<file path="config.mk">
export PLATFORM = sky130hd
export DESIGN_NAME = keyboard_bitmap_diff_engine_top
export DESIGN_NICKNAME = d
export VERILOG_FILES = /design/src/design/kbde_pkg.sv /design/src/design/kbde_gap.sv /design/src/design/keyboard_bitmap_diff_engine_top.sv
export SDC_FILE = /design/constraint.sdc
export NUM_CORES = 1
export LEC_CHECK = 0
export BUFFER_PORTS_ARGS = -buffer_cell sky130_fd_sc_hd__buf_2
export CAP_MARGIN = 20
export CORE_MARGIN = 10
export CORE_UTILIZATION = 45
export DETAILED_ROUTE_END_ITERATION = 12
export MAX_ROUTING_LAYER = met4
export PLACE_DENSITY = 0.69
export SLEW_MARGIN = 10
export SYNTH_ARGS = -nofsm -noshare
export SYNTH_HDL_FRONTEND = slang
export SYNTH_SLANG_ARGS = --single-unit
</file>
<file path="constraint.sdc">
create_clock -name clk -period 18.5 [get_ports clk]
set_clock_uncertainty 0.2 [all_clocks]
set_input_delay 4.625 -clock clk [delete_from_list [all_inputs] [get_ports clk]]
set_output_delay 4.625 -clock clk [all_outputs]
set_load 0.02 [all_outputs]
</file>
<file path="src/design/kbde_pkg.sv">
package kbde_pkg;

	// Build-time sizes of the engine.
	localparam int RING_DEPTH = 8;
	localparam int KEY_COUNT  = 256;
	localparam int SEQ_BITS   = 16;

	localparam int NWORDS   = KEY_COUNT / 64;
	localparam int WORD_AW  = (NWORDS > 1) ? $clog2(NWORDS) : 1;
	localparam int START_W  = $clog2(RING_DEPTH + 1);
	localparam int LOST_W   = 15;
	localparam int LOST_MAX = 32767;
	localparam int BIT_AW   = 6;

	// Field widths of the stream words.
	localparam int SEQ_W    = 16;
	localparam int IDX_W    = 3;
	localparam int USAGE_W  = 8;
	localparam int WIDX_W   = 2;
	localparam int KEYS_W   = 64;
	localparam int CODE_W   = 8;
	localparam int IN_DW    = 96;
	localparam int OUT_DW   = 24;

	typedef enum logic [1:0] {
		CMD_HEADER  = 2'd0,
		CMD_ENTRY   = 2'd1,
		CMD_WORD    = 2'd2,
		CMD_RELEASE = 2'd3
	} cmd_t;

	typedef enum logic {
		KIND_KEY  = 1'b0,
		KIND_LOSS = 1'b1
	} kind_t;

	typedef enum logic {
		ST_IDLE,
		ST_SCAN
	} state_t;

	// Result of the sequence gap evaluation for one header.
	typedef struct packed {
		logic [START_W-1:0] replay_start;
		logic [LOST_W-1:0]  lost;
	} gap_t;

endpackage

</file>
<file path="src/design/kbde_gap.sv">
module kbde_gap (
	input  logic [kbde_pkg::SEQ_BITS-1:0] seq,
	input  logic [kbde_pkg::SEQ_BITS-1:0] last_seq,
	input  logic                          have_baseline,
	output kbde_pkg::gap_t                gap
);

	logic [kbde_pkg::SEQ_BITS-1:0] raw;
	logic [kbde_pkg::SEQ_BITS-1:0] over;

	assign raw  = seq - last_seq;
	assign over = raw - kbde_pkg::SEQ_BITS'(kbde_pkg::RING_DEPTH);

	// A raw distance with the top bit set reads as a negative gap: stale header.
	always_comb begin
		gap.replay_start = kbde_pkg::START_W'(kbde_pkg::RING_DEPTH);
		gap.lost         = '0;
		priority if (!have_baseline || raw == '0 || raw[kbde_pkg::SEQ_BITS-1]) begin
			gap.replay_start = kbde_pkg::START_W'(kbde_pkg::RING_DEPTH);
		end else if (32'(raw) <= kbde_pkg::RING_DEPTH) begin
			gap.replay_start = kbde_pkg::START_W'(kbde_pkg::RING_DEPTH)
				- kbde_pkg::START_W'(raw);
		end else begin
			gap.replay_start = '0;
			if (32'(over) > kbde_pkg::LOST_MAX) begin
				gap.lost = kbde_pkg::LOST_W'(kbde_pkg::LOST_MAX);
			end else begin
				gap.lost = kbde_pkg::LOST_W'(over);
			end
		end
	end

endmodule

</file>
<file path="src/design/keyboard_bitmap_diff_engine_top.sv">
// Keyboard bitmap diff engine.
// The slave channel takes one command word per handshake: a snapshot header, a ring
// entry, a bitmap word or a release word, selected by s_tuser. The master channel
// returns result words: key press and release events (m_tuser low) or a loss report
// (m_tuser high), with m_tlast on the final word caused by one input word.
// A header always gives one loss report, in the cycle after acceptance; it also sets the
// window of ring slots that later ring entries replay into the held-key shadow.
// A ring entry with nonzero usage inside that window gives one key event, in the cycle after acceptance.
// A bitmap or release word is compared with the shadow and the difference is walked
// by a one-bit-per-cycle scanner, lowest key first, starting the cycle after acceptance.
// The scan stops right after the highest differing bit; s_tready stays low while a word
// is scanned, and the next word can be taken once the scanner is back in idle.
// Its events leave through the output register, at most one per cycle;
// a word that differs nowhere gives no result and the block is ready the next cycle.
// When the receiver stalls, the pending result word holds in the output register,
// s_tready stays low, and the scanner waits on each set bit until that register can be
// refilled; clear bits are still skipped during a stall.
// After reset the shadow is all released, no sequence baseline exists, and no ring
// slot is in the replay window until the first header arrives.
module keyboard_bitmap_diff_engine_top (
	input  logic                        clk,
	input  logic                        arst_n,
	input  logic                        s_tvalid,
	output logic                        s_tready,
	// seq[15:0], entry_index[18:16], usage[26:19], down[27], word_index[29:28],
	// key_bits[93:30], zero pad[95:94]
	input  logic [kbde_pkg::IN_DW-1:0]  s_tdata,
	// cmd[1:0]
	input  logic [1:0]                  s_tuser,
	output logic                        m_tvalid,
	input  logic                        m_tready,
	// code[7:0], pressed[8], lost_count[23:9]
	output logic [kbde_pkg::OUT_DW-1:0] m_tdata,
	// kind[0]
	output logic                        m_tuser,
	output logic                        m_tlast
);

	// Input field unpacking.
	logic [kbde_pkg::SEQ_W-1:0]   in_seq;
	logic [kbde_pkg::IDX_W-1:0]   in_entry_index;
	logic [kbde_pkg::USAGE_W-1:0] in_usage;
	logic                         in_down;
	logic [kbde_pkg::WIDX_W-1:0]  in_word_index;
	logic [kbde_pkg::KEYS_W-1:0]  in_key_bits;
	kbde_pkg::cmd_t               in_cmd;

	assign in_seq         = s_tdata[15:0];
	assign in_entry_index = s_tdata[18:16];
	assign in_usage       = s_tdata[26:19];
	assign in_down        = s_tdata[27];
	assign in_word_index  = s_tdata[29:28];
	assign in_key_bits    = s_tdata[93:30];
	assign in_cmd         = kbde_pkg::cmd_t'(s_tuser);

	// Architectural state.
	logic [kbde_pkg::KEYS_W-1:0]   held_q [kbde_pkg::NWORDS];
	logic [kbde_pkg::SEQ_BITS-1:0] last_seq_q;
	logic                          baseline_q;
	logic [kbde_pkg::START_W-1:0]  replay_start_q;

	// Scanner state.
	kbde_pkg::state_t             state_q, state_d;
	logic [kbde_pkg::KEYS_W-1:0]  diff_q;
	logic [kbde_pkg::KEYS_W-1:0]  bits_q;
	logic [kbde_pkg::BIT_AW-1:0]  cnt_q;
	logic [kbde_pkg::WIDX_W-1:0]  word_q;

	// Output register.
	logic                         out_valid_q;
	logic                         out_kind_q;
	logic [kbde_pkg::CODE_W-1:0]  out_code_q;
	logic                         out_pressed_q;
	logic [kbde_pkg::LOST_W-1:0]  out_lost_q;
	logic                         out_last_q;

	logic slot_free;
	logic accept;
	assign slot_free = !out_valid_q || m_tready;
	assign s_tready  = (state_q == kbde_pkg::ST_IDLE) && slot_free;
	assign accept    = s_tvalid && s_tready;

	// One read port on the shadow: ring entries address by usage, words by index.
	logic [kbde_pkg::WIDX_W-1:0]  rd_word;
	logic [kbde_pkg::WORD_AW-1:0] rd_addr;
	logic                         rd_in_range;
	logic [kbde_pkg::KEYS_W-1:0]  rd_data;
	logic [kbde_pkg::KEYS_W-1:0]  key_mask;

	assign rd_word     = (in_cmd == kbde_pkg::CMD_ENTRY) ? in_usage[7:6] : in_word_index;
	assign rd_addr     = kbde_pkg::WORD_AW'(rd_word);
	assign rd_in_range = 32'(rd_word) < kbde_pkg::NWORDS;
	assign rd_data     = held_q[rd_addr];
	assign key_mask    = kbde_pkg::KEYS_W'(1) << in_usage[5:0];

	kbde_pkg::gap_t gap;

	kbde_gap u_gap (
		.seq           (kbde_pkg::SEQ_BITS'(in_seq)),
		.last_seq      (last_seq_q),
		.have_baseline (baseline_q),
		.gap           (gap)
	);

	// Next state, emitted result and shadow update.
	logic                         emit;
	logic                         emit_kind;
	logic [kbde_pkg::CODE_W-1:0]  emit_code;
	logic                         emit_pressed;
	logic [kbde_pkg::LOST_W-1:0]  emit_lost;
	logic                         emit_last;
	logic                         held_we;
	logic [kbde_pkg::KEYS_W-1:0]  held_wdata;
	logic                         load_scan;
	logic                         scan_step;
	logic                         hdr_take;
	logic [kbde_pkg::KEYS_W-1:0]  new_bits;
	logic [kbde_pkg::KEYS_W-1:0]  new_diff;
	logic                         entry_hit;

	always_comb begin
		state_d      = state_q;
		emit         = 1'b0;
		emit_kind    = kbde_pkg::KIND_KEY;
		emit_code    = '0;
		emit_pressed = 1'b0;
		emit_lost    = '0;
		emit_last    = 1'b0;
		held_we      = 1'b0;
		held_wdata   = rd_data;
		load_scan    = 1'b0;
		scan_step    = 1'b0;
		hdr_take     = 1'b0;
		new_bits     = (in_cmd == kbde_pkg::CMD_RELEASE) ? '0 : in_key_bits;
		new_diff     = (in_cmd == kbde_pkg::CMD_RELEASE) ? rd_data : (rd_data ^ in_key_bits);
		entry_hit    = (32'(in_entry_index) >= 32'(replay_start_q))
			&& (32'(in_entry_index) < kbde_pkg::RING_DEPTH) && (in_usage != '0);
		unique case (state_q)
			kbde_pkg::ST_IDLE: begin
				if (accept) begin
					unique case (in_cmd)
						kbde_pkg::CMD_HEADER: begin
							hdr_take  = 1'b1;
							emit      = 1'b1;
							emit_kind = kbde_pkg::KIND_LOSS;
							emit_lost = gap.lost;
							emit_last = 1'b1;
						end
						kbde_pkg::CMD_ENTRY: begin
							if (entry_hit) begin
								emit         = 1'b1;
								emit_code    = in_usage;
								emit_pressed = in_down;
								emit_last    = 1'b1;
								held_we      = rd_in_range;
								held_wdata   = in_down ? (rd_data | key_mask)
									: (rd_data & ~key_mask);
							end
						end
						kbde_pkg::CMD_WORD, kbde_pkg::CMD_RELEASE: begin
							if (rd_in_range) begin
								held_we    = 1'b1;
								held_wdata = new_bits;
								if (new_diff != '0) begin
									load_scan = 1'b1;
									state_d   = kbde_pkg::ST_SCAN;
								end
							end
						end
						default: ;
					endcase
				end
			end
			kbde_pkg::ST_SCAN: begin
				// Clear bits move on at once; a set bit waits for the output register.
				if (!diff_q[0] || slot_free) begin
					scan_step = 1'b1;
					if (diff_q[0]) begin
						emit         = 1'b1;
						emit_code    = {word_q, cnt_q};
						emit_pressed = bits_q[0];
						emit_last    = (diff_q[kbde_pkg::KEYS_W-1:1] == '0);
					end
					if (diff_q[kbde_pkg::KEYS_W-1:1] == '0) begin
						state_d = kbde_pkg::ST_IDLE;
					end
				end
			end
			default: state_d = kbde_pkg::ST_IDLE;
		endcase
	end

	always_ff @(posedge clk or negedge arst_n) begin
		if (!arst_n) begin
			state_q        <= kbde_pkg::ST_IDLE;
			last_seq_q     <= '0;
			baseline_q     <= 1'b0;
			replay_start_q <= kbde_pkg::START_W'(kbde_pkg::RING_DEPTH);
			out_valid_q    <= 1'b0;
			for (int i = 0; i < kbde_pkg::NWORDS; i++) begin
				held_q[i] <= '0;
			end
		end else begin
			state_q <= state_d;
			if (hdr_take) begin
				last_seq_q     <= kbde_pkg::SEQ_BITS'(in_seq);
				baseline_q     <= 1'b1;
				replay_start_q <= gap.replay_start;
			end
			if (held_we) begin
				held_q[rd_addr] <= held_wdata;
			end
			if (emit) begin
				out_valid_q <= 1'b1;
			end else if (m_tready) begin
				out_valid_q <= 1'b0;
			end
		end
	end

	// Payload registers.
	always_ff @(posedge clk) begin
		if (emit) begin
			out_kind_q    <= emit_kind;
			out_code_q    <= emit_code;
			out_pressed_q <= emit_pressed;
			out_lost_q    <= emit_lost;
			out_last_q    <= emit_last;
		end
		if (load_scan) begin
			diff_q <= new_diff;
			bits_q <= new_bits;
			cnt_q  <= '0;
			word_q <= in_word_index;
		end else if (scan_step) begin
			diff_q <= diff_q >> 1;
			bits_q <= bits_q >> 1;
			cnt_q  <= cnt_q + kbde_pkg::BIT_AW'(1);
		end
	end

	assign m_tvalid = out_valid_q;
	assign m_tdata  = {out_lost_q, out_pressed_q, out_code_q};
	assign m_tuser  = out_kind_q;
	assign m_tlast  = out_last_q;

`ifndef NO_ASSERTIONS
	// While scanning, the output register only ever carries key events.
	a_scan_keys_only: assert property (@(posedge clk) disable iff (!arst_n)
		(state_q == kbde_pkg::ST_SCAN && m_tvalid) |-> !m_tuser)
		else $error("loss report seen during a bitmap scan");

	// The scan always finishes by the top bit of the word.
	a_scan_no_wrap: assert property (@(posedge clk) disable iff (!arst_n)
		(state_q == kbde_pkg::ST_SCAN && cnt_q == '1) |-> (diff_q[kbde_pkg::KEYS_W-1:1] == '0))
		else $error("bit scanner ran past the end of the word");

	// A scan holds at least one set bit whenever it still has work.
	a_scan_nonempty: assert property (@(posedge clk) disable iff (!arst_n)
		(state_q == kbde_pkg::ST_SCAN) |-> (diff_q != '0))
		else $error("bit scanner active with nothing left to report");

	// Emitting the final word of a scan returns the block to idle.
	a_last_ends_scan: assert property (@(posedge clk) disable iff (!arst_n)
		(state_q == kbde_pkg::ST_SCAN && emit && emit_last) |=> (state_q == kbde_pkg::ST_IDLE))
		else $error("scan continued after its last event");
`endif

endmodule
</file>
==> impl_metrics.json <==
{
  "fin_setup_tns_ps": 0,
  "wl_per_cell_um": 28.2,
  "cp_common_cell": "buf_4",
  "crit_path_start_kind": "primary input",
  "dr_total_vias": 21646,
  "clock_latency_ps": 630,
  "drt_wl_total_mm": 95.5,
  "postPlaceCellArea_um2": 26800,
  "crit_path_max_incr_delay_ps": 880,
  "viasPerCell": 6.39,
  "rsz0062_at_grt": "no",
  "cp_top_family": "buffers and inverters",
  "yosysWarnings": 0,
  "start_util": 0.453,
  "grt_max_degree": 136,
  "setup_viol_count_final": 0,
  "post-cts-setup-buffers": 0,
  "globalRouteTotalUtil": 0.287,
  "die_h_um": 258,
  "cts.path.max_buffers": 3,
  "antenna_found_initial": 6,
  "io_buffers": 127,
  "crit_slowest_cell": "mux2i_2",
  "critPathKind": "in2reg",
  "cts_root_buf": "clkbuf_16",
  "clock.fmax_mhz": 89.7,
  "critical_path_buf_inv_count": 7,
  "slew_headroom": 0.194,
  "cts_resized": 0,
  "final_common_cell": "nand2_1",
  "drcViolationCount": 0,
  "cts_tree": "built",
  "crit_fanout": 69,
  "max_cap_viol_count": 0,
  "hold_viol": 0,
  "drive_gt1_frac": 0.188,
  "gp_congestion": 1.04,
  "core_area_um2": 56300,
  "tightest_slew_ps": 1200,
  "numCtsBuffers": 51,
  "hold_buffers": 0,
  "synthFlopType": "dfrtp_1",
  "grt_overflow": 0,
  "first_global_vias": 20504,
  "hold_path_class": "reg2reg",
  "htree_levels": 2,
  "final_area_um2": 28600,
  "fin_crit_sh": 0.603,
  "p_per_area_nw_per_um2": 134,
  "status": "finished clean",
  "dr.first_iter.drc_count": 2570,
  "ios": 130,
  "async_flop_share": 0.633,
  "path_cells": "buf_2 > buf_4 > nor2b_1 > buf_4 > o21ai_4 > buf_4 > buf_4 > mux2i_1 > mux2i_2 > o22ai_1 > nand2_1 > nand4_1 > or4_1 > o31ai_4 > nand2_4 > buf_4 > buf_16",
  "worstPathArrival_ps": 11250,
  "required_ps": 18600,
  "synth_edf_count": 156,
  "num_rows": 87,
  "power_uw": 3820,
  "detail-route-antenna-nets": 0,
  "syn_inst": 2531,
  "synthDistinctLibCells": 79,
  "die-area_um2": 66600,
  "grt_pass1_wl_mm": 139,
  "final_cell_mix": "337 x nand2_1, 278 x dfrtp_1, 222 x o21ai_0, 185 x mux2_2, 169 x mux2i_1",
  "cp-end-kind": "flop",
  "layout_min_cycle_time_ps": 11150,
  "syn_nets": 2656,
  "die_w_um": 258,
  "seq_area_frac_synth": 0.462,
  "drt_pass1_iterations": 6,
  "p_leak_uw": 0.0125,
  "fin_util": 0.508,
  "fin_nets": 2712,
  "fillerInstances": 5111,
  "ys_seq_elements": 441,
  "synth_area_per_cell_um2": 10.1,
  "hpwl_mm": 67.7,
  "ir_drop_v": 0.0000727,
  "clkTransAtPathRegs_ps": 60,
  "slew_viol_final": 0,
  "clock-sinks": 441,
  "area_delta_synth_final_pct": 12.1,
  "syn-cell-area_um2": 25500
}
==> Yosys cell counts (all sizes together) (6+ instances only) <==
library cell,count,area share
nand3b,8,0.0024
a222oi,23,0.0090
dfrtp,278,0.27
xor2,29,0.010
clkbuf,119,0.018
or3,8,0.0020
a31oi,35,0.0086
nand3,40,0.0078
nor2b,11,0.0027
mux2,191,0.084
nor2,102,0.015
o21a,8,0.0024
o22ai,44,0.011
mux4,14,0.012
buf,54,0.014
ha,22,0.011
or4,7,0.0021
mux2i,171,0.068
o2111ai,6,0.0021
inv,103,0.015
a211oi,25,0.0074
nand4,13,0.0032
a22oi,17,0.0050
a21oi,119,0.023
nand2b,20,0.0049
edfxtp,156,0.18
o211a,12,0.0047
nor4,28,0.0069
a221oi,13,0.0045
nor3,51,0.010
and2,28,0.0069
o2bb2ai,7,0.0024
a22o,11,0.0038
dfxtp,6,0.0047
xnor2,70,0.024
o211ai,10,0.0029
nand2,341,0.050
o221ai,9,0.0031
o21ai,224,0.045
a221o,14,0.0055
and3,10,0.0025
or2,8,0.0020
==> area by class of cell <==
cell class,instances,area (µm²),area share
multi-input cells,1813,12600,0.442
flip-flops and latches,441,11800,0.412
clock buffers,73,1500,0.0526
repair buffers,176,1060,0.0372
diodes,3,7.51,0.000263
well taps,756,946,0.0331
inverters,104,390,0.0137
clock inverters,22,248,0.00866
==> layer usage <==
metal / track usage / routed length [µm] / up-vias
li1: - / - / 9392
met5: - / 0 / -
met1: 0.383 / 39700 / 10813
met4: 0.120 / 4520 / 0
met3: 0.0528 / 9070 / 224
met2: 0.423 / 42200 / 1217
==> stage by stage <==
stage	hold WS (ps)	cells	setup slack (ps)
detailed placement	255	3288	6970
finish	267	3388	7350
CTS	271	3383	7610
global route	295	3387	7400
floorplan	227	2531	7450
global placement	257	3288	7040
==> final timing paths <==
kind,start,endpoint,slack (ps),cells past startpoint
max,s_tuser[0],bits_q[39],7350,17
min,baseline_q,replay_start_q[3],270,1
max reg2reg,held_q[60],bits_q[39],13620,10
min reg2reg,baseline_q,replay_start_q[3],270,1
max in group asynchronous,arst_n,held_q[103],12850,2
min in group asynchronous,arst_n,held_q[147],3840,1
==> report_power, final <==
group          total [µW]  switching, µW  internal (µW)
registers            1550            157           1400
logic                1210            749            463
clock network        1060            435            624
total                3820           1340           2480
==> cells by family (layout without fill, tap and decap cells) <==
logic type / after synthesis / count (layout) / synth area share
AOI/OAI and AO/OA: 631 / 631 / 0.159
xor gates and xnor gates: 99 / 99 / 0.0340
adders and majority gates: 23 / 23 / 0.0116
buffers and inverters: 277 / 375 / 0.0471
DFF: 441 / 441 / 0.462
muxes: 376 / 376 / 0.164
other: 0 / 3 / 0
and+or+nand+nor: 684 / 684 / 0.121
==> registers in the layout (all words and copies together), names as in the netlist, 2 cells and up <==
register	flops
word_q	2
cnt_q	6
out_lost_q	15
bits_q	64
out_code_q	8
held_q	256
replay_start_q	4
diff_q	64
last_seq_q	16
Note: power is estimated with default switching activity, not from simulation.
